**config.mk**
```make
export PLATFORM = sky130hd
export DESIGN_NAME = tbpg_agu
export DESIGN_NICKNAME = d
export VERILOG_FILES = /design/src/hw/rtl/tbpg_pkg.sv /design/src/hw/rtl/tbpg_agu.sv
export SDC_FILE = /design/constraint.sdc
export NUM_CORES = 1
export LEC_CHECK = 0
export BUFFER_PORTS_ARGS = -buffer_cell sky130_fd_sc_hd__buf_4
export CELL_PAD_IN_SITES_DETAIL_PLACEMENT = 1
export CELL_PAD_IN_SITES_GLOBAL_PLACEMENT = 2
export CORE_MARGIN = 10
export CORE_UTILIZATION = 26
export DETAILED_ROUTE_END_ITERATION = 10
export PLACE_DENSITY_LB_ADDON = 0.1
export SLEW_MARGIN = 20
export SYNTH_ARGS = -nofsm -noshare
export SYNTH_HDL_FRONTEND = slang
export SYNTH_SLANG_ARGS = --single-unit
```
**constraint.sdc**
```tcl
create_clock -name vclk -period 3.2
set_input_delay 0 -clock vclk [all_inputs]
set_output_delay 0 -clock vclk [all_outputs]
set_load 0.01 [all_outputs]
```
**src/hw/rtl/tbpg_pkg.sv**
```systemverilog
// Package for the tile background pixel generator: widths, register codes, palette.
// No dependencies.
`default_nettype none

package tbpg_pkg;

  localparam int ADDR_W         = 14;
  localparam int DATA_W         = 8;
  localparam int COLOR_W        = 4;
  localparam int RGB_W          = 24;
  localparam int PIX_W          = 8;
  localparam int CFG_IDX_W      = 3;
  localparam int CFG_DATA_W     = 8;
  localparam int VRAM_DEPTH_DEF = 16384;
  localparam int SCREEN_WIDTH   = 256;
  localparam int SCREEN_HEIGHT  = 192;
  localparam int TEXT_BORDER_X  = 240;

  localparam logic [CFG_IDX_W-1:0] CFG_MODE_A   = 3'd0;
  localparam logic [CFG_IDX_W-1:0] CFG_MODE_B   = 3'd1;
  localparam logic [CFG_IDX_W-1:0] CFG_NAME_TBL = 3'd2;
  localparam logic [CFG_IDX_W-1:0] CFG_COLOR_TBL = 3'd3;
  localparam logic [CFG_IDX_W-1:0] CFG_PATT_TBL = 3'd4;
  localparam logic [CFG_IDX_W-1:0] CFG_COLORS   = 3'd5;

  localparam logic ACT_WRITE  = 1'b0;
  localparam logic ACT_RENDER = 1'b1;

  function automatic logic [RGB_W-1:0] palette_rgb(input logic [COLOR_W-1:0] idx);
    logic [RGB_W-1:0] rgb;
    case (idx)
      4'd0:    rgb = 24'h000000;
      4'd1:    rgb = 24'h000000;
      4'd2:    rgb = 24'h21C842;
      4'd3:    rgb = 24'h5EDC78;
      4'd4:    rgb = 24'h5455ED;
      4'd5:    rgb = 24'h7D76FC;
      4'd6:    rgb = 24'hD4524D;
      4'd7:    rgb = 24'h42EBF5;
      4'd8:    rgb = 24'hFC5554;
      4'd9:    rgb = 24'hFF7978;
      4'd10:   rgb = 24'hD4C154;
      4'd11:   rgb = 24'hE6CE80;
      4'd12:   rgb = 24'h21B03B;
      4'd13:   rgb = 24'hC95BBA;
      4'd14:   rgb = 24'hCCCCCC;
      4'd15:   rgb = 24'hFFFFFF;
      default: rgb = 24'h000000;
    endcase
    return rgb;
  endfunction

endpackage

`default_nettype wire

```
**src/hw/rtl/tbpg_agu.sv**
```systemverilog
// Shared address unit: 14-bit wrapping base+offset add, or one modulo step by VRAM depth.
// Depends on tbpg_pkg.
`default_nettype none

module tbpg_agu #(
  parameter int VRAM_DEPTH = tbpg_pkg::VRAM_DEPTH_DEF
) (
  input  wire logic                        reduce,
  input  wire logic [tbpg_pkg::ADDR_W-1:0] a,
  input  wire logic [tbpg_pkg::ADDR_W-1:0] b,
  output logic      [tbpg_pkg::ADDR_W-1:0] result,
  output logic                             ge_depth
);
  import tbpg_pkg::*;

  localparam logic [ADDR_W:0] DEPTH_EXT = (ADDR_W+1)'(VRAM_DEPTH);

  logic [ADDR_W-1:0] opnd_b;

  assign ge_depth = {1'b0, a} >= DEPTH_EXT;
  assign opnd_b   = reduce ? (~DEPTH_EXT[ADDR_W-1:0] + ADDR_W'(1)) : b;
  assign result   = a + opnd_b;

endmodule

`default_nettype wire

```
==> results of run 1 <==
final cells by class:
cell class                 count  share of cell area, %
multi-input combinational     99                   66.2
timing repair buffer          43                   28.4
tap                           31                   3.41
inverter                       6                   1.98
synthesized netlist by cell type, drive strengths merged (2+ instances only):
master	n	area [um2]
a21oi	10	57.6
and2	2	15.0
o21ai	3	15.0
xor2	2	17.5
nor2b	14	87.6
nand3	2	10.0
nor2	5	18.8
nor3	3	15.0
nand2b	6	37.5
mux2i	2	20.0
ha	13	163
xnor2	8	70.1
nand2	8	30.0
a21o	3	22.5
clkbuf	2	7.51
inv	6	22.5
layer usage:
metal / up-vias / global-route usage (%) / wire [um]
met5: - / 0 / 0
met4: 0 / 0 / 0
met3: 0 / 1.84 / 165
met2: 21 / 17.2 / 1260
met1: 409 / 11.0 / 1120
li1: 463 / - / -
power groups by stage:
stage               registers [mW]  logic (mW)  clock network [mW]
global placement                 0       0.232                   0
detailed placement               0       0.235                   0
floorplan                        0       0.136                   0
finish                           0       0.230                   0
global route                     0       0.260                   0
CTS                              0       0.237                   0
worst paths after layout:
kind / startpoint / end / cells after the start
max: reduce / result[10] / 11
min: a[0] / result[0] / 3
placed cells by master (no fill, tap or decap), types with 2 or more instances in the layout:
cell type,n
sky130_fd_sc_hd__xnor2_1,8
sky130_fd_sc_hd__nor3_1,3
sky130_fd_sc_hd__nand2b_1,6
sky130_fd_sc_hd__a21oi_2,2
sky130_fd_sc_hd__xor2_1,2
sky130_fd_sc_hd__nand2_1,8
sky130_fd_sc_hd__inv_1,6
sky130_fd_sc_hd__ha_1,13
sky130_fd_sc_hd__a21oi_1,8
sky130_fd_sc_hd__nand3_1,2
sky130_fd_sc_hd__buf_4,43
sky130_fd_sc_hd__a21o_1,3
sky130_fd_sc_hd__mux2i_1,2
sky130_fd_sc_hd__nor2_1,5
sky130_fd_sc_hd__o21ai_1,2
sky130_fd_sc_hd__nor2b_1,14
logic make-up (layout without fill, tap and decap cells):
family | count (synthesis) | after routing
mux | 2 | 2
other cells | 1 | 1
xor+xnor | 10 | 10
buf+inv | 9 | 49
compound gates | 26 | 26
fa+ha+maj | 14 | 14
simple gates | 46 | 46
per-stage QoR:
step                      area [um2]  hold WS [ns]  worst slack, ns
after floorplan                  790         0.151             1.52
after global placement          1140         0.314             1.25
after detailed placement        1140         0.316             1.17
after CTS                       1140         0.316             1.16
after global routing            1140         0.327            0.989
final                           1140         0.311             1.21
worst max-delay path, cell delays in order:
cell,delay (ns)
sky130_fd_sc_hd__buf_4,0.17
sky130_fd_sc_hd__nor2b_1,0.13
sky130_fd_sc_hd__ha_1,0.17
sky130_fd_sc_hd__inv_1,0.05
sky130_fd_sc_hd__fa_1,0.39
sky130_fd_sc_hd__nand2b_1,0.18
sky130_fd_sc_hd__a21oi_1,0.20
sky130_fd_sc_hd__o311a_1,0.29
sky130_fd_sc_hd__mux2i_1,0.20
sky130_fd_sc_hd__nand2_1,0.06
sky130_fd_sc_hd__buf_4,0.14
==> results, run 1 <==
- The total length of routed wires is approximately 2500 um.
- The utilization after layout is 40.2%.
- Yosys printed 0 warnings.
- The endpoint class of the critical path is an output pin.
- Summed over all layers, the global routing overflow is 0.
- The worst setup path is of the input port to output pin kind.
- In this run the power spent charging and discharging nets is about 110 uW.
- Of the total synthesized cell area, the portion taken by XOR and XNOR cells is 11.1%.
- The routed via count divided by cell count is approximately 5.
- The synthesis-to-finish area growth is 43.9%.
- The clock buffer instance count of the final layout is 0.
- The number of global-route vias before repair was 979.
- The number of nets handed over by synthesis was 151.
- Once the floorplan was initialized, standard cells occupied about 28% of the core.
- The cell-internal power is around 120 uW.
- The pin count of the biggest net entering global routing is 15.
- The setup TNS after final layout is 0 ns.
- The finished layout holds around 180 standard cells, fillers aside.
- The class of the tightest hold or removal check is input port to output pin.
- The hold-fix buffer count after cts is 0.
- The final count of hold timing violations is 0.
- The number of antenna diodes in the final layout is 0.
- The final weighted congestion of routability-driven global placement is 0.700.
- The share of final-layout standard cells stronger than drive strength 1 is about a third.
- The maximum achievable frequency is around 500 MHz.
- The HPWL after detailed placement is approximately 2300 um.
- In this run, distinct cell masters in the synthesized netlist total 38.
- The share of total power dissipated in sequential elements is 0%.
- The number of fillers in the final layout is 375.
- The area of the mapped netlist is 790 um2.
- The count of input and output buffers is 43.
- The launching element type of the critical path is an input port.
- The power density over the cells is between 200 and 250 nW/um2.
- The design has 0 sequential cells.
- Setup violations remaining at the end of the flow were counted as 0.
- The count of maximum capacitance violations is 0.
- Setup repair after global routing left no endpoint under its margin.
- Net switching is a little under half of the power.
- The worst-case IR drop observed on VDD is approximately 0.000075 V.
- At the worst endpoint, the required time is 3.20 ns.
- The relative contribution of the clock network to total power is 0%.
- The horizontal die dimension is between 70 and 80 um.
- Synthesis handed over a netlist of ~110 instances.
- After layout, the worst path uses about 62% of the clock period.
- Summing all multi-input logic gate instances after layout gives 752 um2.
- The total area inside the core boundary comes to ~2800 um2.
- The run finished with clean final reports.
- The area fraction in compound gates after synthesis is a little under a quarter.
- The area enclosed by the die boundary is approximately 5600 um2.
- The number of nets in the layout is 193.
- The post-placement cell count is 179.
- The combinational cell fraction of total power is 100.0%.
- The worst endpoint data arrival time is a little under 2 ns.
- The vias after detailed routing is 893.
- After Yosys synthesis, full adders, half adders and majority gates account for between 20% and 30% of the synthesized area.
- The largest fanout of any net on the critical path is 14.
- Sequential cells were found to cover 0% of the synthesized design area.
- After synthesis, the largest family of logic cells by area is simple AND/OR/NAND/NOR gates.
- The total iterations of the first detailed-routing run is 2.
- Measured against the total synthesized area, the mux share comes to ~2.5%.
- The clock period minus worst slack is ~2 ns.
- The starting DRC count in detailed routing is 27.
- Once the clock tree was built, the resizer swapped 0 gates to a different size.
- The post-detailed-route wirelength per cell is 14.2 um.
- The post-CTS setup buffer count is 0.
- 44 I/O pins were placed.
- The die is between 70 and 80 um tall.
- In the final layout, flip-flops and latches occupy 0 um2.
- The initial antenna violation count is 0.
- The first global-routing pass estimated roughly 4400 um of wire.
- Summed over all cells, the static leakage comes to approximately 0.58 nW.
- Row generation in the floorplan step produced 19 rows.
- The mean area per synthesized cell is around 7.3 um2.
- In the global route stage, overall resource usage came out at under 10%.
- The sum of internal, switching and leakage power is between 200 and 250 uW.
- After detailed routing, the number of remaining DRC violations is 0.
- The final antenna-violating net count is 0.
- The max-slew violation count is 0.
- The simple-gate area share of the yosys netlist is 34.1%.
No activity file was read; power rests on OpenSTA's default activity.
==> run 2, diff against run 1 <==
--- a/config.mk
+++ b/config.mk
@@ -5,11 +5,12 @@
 export SDC_FILE = /design/constraint.sdc
 export NUM_CORES = 1
 export LEC_CHECK = 0
+export ABC_AREA = 1
 export BUFFER_PORTS_ARGS = -buffer_cell sky130_fd_sc_hd__buf_4
 export CELL_PAD_IN_SITES_DETAIL_PLACEMENT = 1
 export CELL_PAD_IN_SITES_GLOBAL_PLACEMENT = 2
 export CORE_MARGIN = 10
-export CORE_UTILIZATION = 26
+export CORE_UTILIZATION = 20
 export DETAILED_ROUTE_END_ITERATION = 10
 export PLACE_DENSITY_LB_ADDON = 0.1
 export SLEW_MARGIN = 20
==> constraint.sdc (replaced) <==
create_clock -name vclk -period 1.7
set_input_delay 0 -clock vclk [all_inputs]
set_output_delay 0 -clock vclk [all_outputs]
set_load 0.01 [all_outputs]
==> run 2 against run 1 <==
Net effect: synthesized area is 18% higher; critical path type unchanged; global-route usage is 0.61 points lower; worst setup slack worse by 1.0 ns; critical path depth unchanged; routed wire length grew 30%; via count is 25% higher; combinational power increased by 100%; largest power group unchanged.
==> results, run 2 <==
- The gate count after technology mapping is 175 (was 108).
- The antenna diode count came to 0 (unchanged).
- The horizontal die dimension is 88.2 um (was 75.1 um).
- The setup TNS after final layout came to 0 ns (unchanged).
- The post-detailed-route wirelength per cell is 12.3 um (was 14.2 um).
- The pin count of the biggest net entering global routing is 12 (was 15).
- The area of the mapped netlist came to 931 um2 (was 790 um2).
- Based on the critical path, the design can be clocked at up to approximately 670 MHz.
- The total iterations of the first detailed-routing run was 3 (was 2).
- The count of cell types in the netlist was 25 (was 38).
- The initial standard-cell utilization of the core is 20.9% (was 27.9%).
- The path type of the worst setup path is input port to output pin (unchanged).
- The switching power summed over all nets is 244 uW (was 109 uW).
- Highest-count cells in the layout ignoring fill and taps: sky130_fd_sc_hd__nand2_1, sky130_fd_sc_hd__buf_4, sky130_fd_sc_hd__inv_1 (was sky130_fd_sc_hd__buf_4, sky130_fd_sc_hd__nor2b_1, sky130_fd_sc_hd__ha_1).
- The vias after detailed routing is 1119 (was 893).
- The HPWL after detailed placement is 3080 um (was 2280 um).
- The synthesis-to-finish area growth was 42.9% (was 43.9%).
- The clock buffer instance count of the final layout is 0 (unchanged).
- Cell types with the largest area share after synthesis: sky130_fd_sc_hd__nand2_1, sky130_fd_sc_hd__ha_1, sky130_fd_sc_hd__inv_1 (was sky130_fd_sc_hd__ha_1, sky130_fd_sc_hd__nor2b_1, sky130_fd_sc_hd__xnor2_1).
- The class of the tightest hold or removal check is input port to output pin (unchanged).
- The count of pins on the block boundary is 44 (unchanged).
- The initial antenna violation count came to 0 (unchanged).
- The area enclosed by the die boundary came to 7780 um2 (was 5640 um2).
- The top cell family by delay on the critical path is compound AO/OA/AOI/OAI gates (was adder cells).
- The mean area per synthesized cell is 5.32 um2 (was 7.31 um2).
- The share of power burned in registers came to 0% (about the same).
- The share of final-layout standard cells stronger than drive strength 1 is 31.3% (was 34.5%).
- The number of placement rows is 24 (was 19).
- The final cycle utilization of the critical path is roughly 90%.
- The sequential cell count of the final layout is 0 (unchanged).
- The count of maximum capacitance violations came to 0 (unchanged).
- The highest-delay cell along the critical path is sky130_fd_sc_hd__ha_1 (was sky130_fd_sc_hd__fa_1).
- The post-placement cell count is 269 (was 179).
- The final antenna-violating net count is 0 (unchanged).
- The leakage power figure is 0.813 nW (was 0.581 nW).
- The final count of hold timing violations is 0 (unchanged).
- After layout, the minimum clock period comes to roughly 1.5 ns.
- The cell taking the most area after synthesis was sky130_fd_sc_hd__nand2_1 (was sky130_fd_sc_hd__ha_1).
- The max-slew violation count is 0 (unchanged).
- The total length of routed wires was 3310 um (was 2550 um).
- Status: complete, no violations (unchanged).
- The cell-internal power is 217 uW (was 121 uW).
- The launching element type of the critical path is an input port (unchanged).
- The biggest cell delay along the critical path is 0.30 ns (was 0.39 ns).
- The count of input and output buffers was 43 (unchanged).
- Unrepaired setup endpoints after global routing: false (unchanged).
- The global-route usage over all layers is 8.56% (was 9.16%).
- The maximum ir drop on the vdd rail was 0.000107 V (was 0.0000746 V).
- The first-pass GRT wire length came to 5610 um (was 4360 um).
- The filler-free cell count of the finished design is 269 (was 179).
- The overflow left after global routing is 0 (unchanged).
- The final number of setup-violating endpoints is 0 (unchanged).
- The relative contribution of the clock network to total power is 0% (about the same).
- The DRC violations left came to 0 (unchanged).
- The sequential share of the synthesized area is 0% (unchanged).
- The buffering stage count on the worst path with inverters included came to 3 (unchanged).
- The storage element area is 0 um2 (unchanged).
- The hold-fix buffer count after cts is 0 (unchanged).
- The switching portion of total power is 53.0% (was 47.4%).
- The post-synth net total is 218 (was 151).
- The combinational cell fraction of total power is 100.0% (about the same).
- The cell with the most instances after synthesis is sky130_fd_sc_hd__nand2_1 (was sky130_fd_sc_hd__nor2b_1).
- Cell-by-cell trace of the critical path: buf_4, buf_12, nor2_1, ha_1, a21oi_1, nand2_1, a21oi_1, nand2_1, nand2_1, nand2_1, buf_4 (was buf_4, nor2b_1, ha_1, inv_1, fa_1, nand2b_1, a21oi_1, o311a_1, mux2i_1, nand2_1, buf_4).
- The number of global-route vias before repair is 1230 (was 979).
- The power density over the cells was 346 nW/um2 (was 203 nW/um2).
- The critical path data required time was 1.70 ns (was 3.20 ns).
- The worst endpoint data arrival time is 1.50 ns (was 1.99 ns).
- The endpoint class of the critical path is an output pin (unchanged).
- The floorplan core area came to 4440 um2 (was 2830 um2).
- The final weighted congestion of routability-driven global placement was 0.748 (was 0.700).
- The routed via count divided by cell count is 4.16 (was 4.99).
- Ranking of synthesized cells by instance count: sky130_fd_sc_hd__nand2_1, sky130_fd_sc_hd__inv_1, sky130_fd_sc_hd__nor2_1, sky130_fd_sc_hd__ha_1, sky130_fd_sc_hd__nand2_2 (was sky130_fd_sc_hd__nor2b_1, sky130_fd_sc_hd__ha_1, sky130_fd_sc_hd__a21oi_1, sky130_fd_sc_hd__nand2_1, sky130_fd_sc_hd__xnor2_1).
- The most repeated library cell on the critical path is sky130_fd_sc_hd__nand2_1 (was sky130_fd_sc_hd__buf_4).
- The starting DRC count in detailed routing is 26 (was 27).
- The commonest non-fill, non-tap cell in the layout was sky130_fd_sc_hd__nand2_1 (was sky130_fd_sc_hd__buf_4).
- The number of nets in the layout is 262 (was 193).
- The largest fanout of any net on the critical path is 11 (was 14).
- The y dimension of the die is 88.2 um (was 75.1 um).
- The proportion of netlist area held by the largest area contributor is 19.8% (was 20.6%).
- The yosys synthesis warning count came to 0 (unchanged).
-- run 2: cell types whose count changed after synthesis, moves of 3 or more --
cell                       delta
sky130_fd_sc_hd__nor3_1       -3
sky130_fd_sc_hd__nor2_2       +4
sky130_fd_sc_hd__nor2b_1     -14
sky130_fd_sc_hd__inv_2        +5
sky130_fd_sc_hd__a21o_1       -3
sky130_fd_sc_hd__nand2_2      +8
sky130_fd_sc_hd__nand2_1     +41
sky130_fd_sc_hd__nand3_1      +4
sky130_fd_sc_hd__inv_1       +29
sky130_fd_sc_hd__nand2b_1     -6
sky130_fd_sc_hd__xnor2_1      -4
sky130_fd_sc_hd__nor2_1      +19
-- run 2: final timing paths --
kind	start	endpoint	cells past startpoint
worst min-delay path	a[0]	result[0]	3
worst max-delay path	reduce	result[13]	11
-- run 2: kinds of logic (layout without fill, tap and decap cells) --
family / after synthesis / in the layout / share of synthesized area [%]
xor gates and xnor gates: 8 / 8 / 7.53
other: 1 / 1 / 0.403
AOI/OAI and AO/OA: 9 / 9 / 5.91
adders and majority gates: 14 / 14 / 19.6
buffers and inverters: 43 / 85 / 17.7
and+or+nand+nor: 100 / 100 / 48.8
-- run 2: power by group through the flow --
stage | sequential [mW] | clock, mW | combinational, mW
2_1_floorplan | 0 | 0 | 0.265
3_3_place_gp | 0 | 0 | 0.463
3_5_place_dp | 0 | 0 | 0.472
4_1_cts | 0 | 0 | 0.474
5_1_grt | 0 | 0 | 0.523
6_report | 0 | 0 | 0.461
-- run 2: final cells by class --
cell class / count / area [um2]
fillers: 601 / 3110
inverters: 41 / 154
multi-input cells: 132 / 768
well taps: 52 / 65.1
repair buffers: 44 / 343
-- run 2: metal layers --
| layer | track usage (%) | wire length [um] | vias to the layer above |
|---|---|---|---|
| met4 | 0 | 0 | 0 |
| met2 | 16.2 | 1650 | 18 |
| li1 | - | - | 605 |
| met5 | 0 | 0 | - |
| met1 | 10.4 | 1450 | 496 |
| met3 | 1.47 | 202 | 0 |
-- run 2: stage by stage --
step / utilization, % / hold WS, ns / cell area [um2] / power (mW) / setup slack [ns]
2_1_floorplan: - / 0.151 / 931 / 0.265 / 0.417
5_1_grt: 29.9 / 0.318 / 1330 / 0.523 / 0.0507
3_3_place_gp: 29.9 / 0.316 / 1330 / 0.463 / 0.163
4_1_cts: 29.9 / 0.309 / 1330 / 0.474 / 0.0896
3_5_place_dp: 29.9 / 0.309 / 1330 / 0.472 / 0.109
6_report: 29.9 / 0.302 / 1330 / 0.461 / 0.200
-- run 2: timing repair --
action	in CTS	in global routing
gates resized for setup	0	1
setup endpoints to repair	0	3
setup buffers	0	0
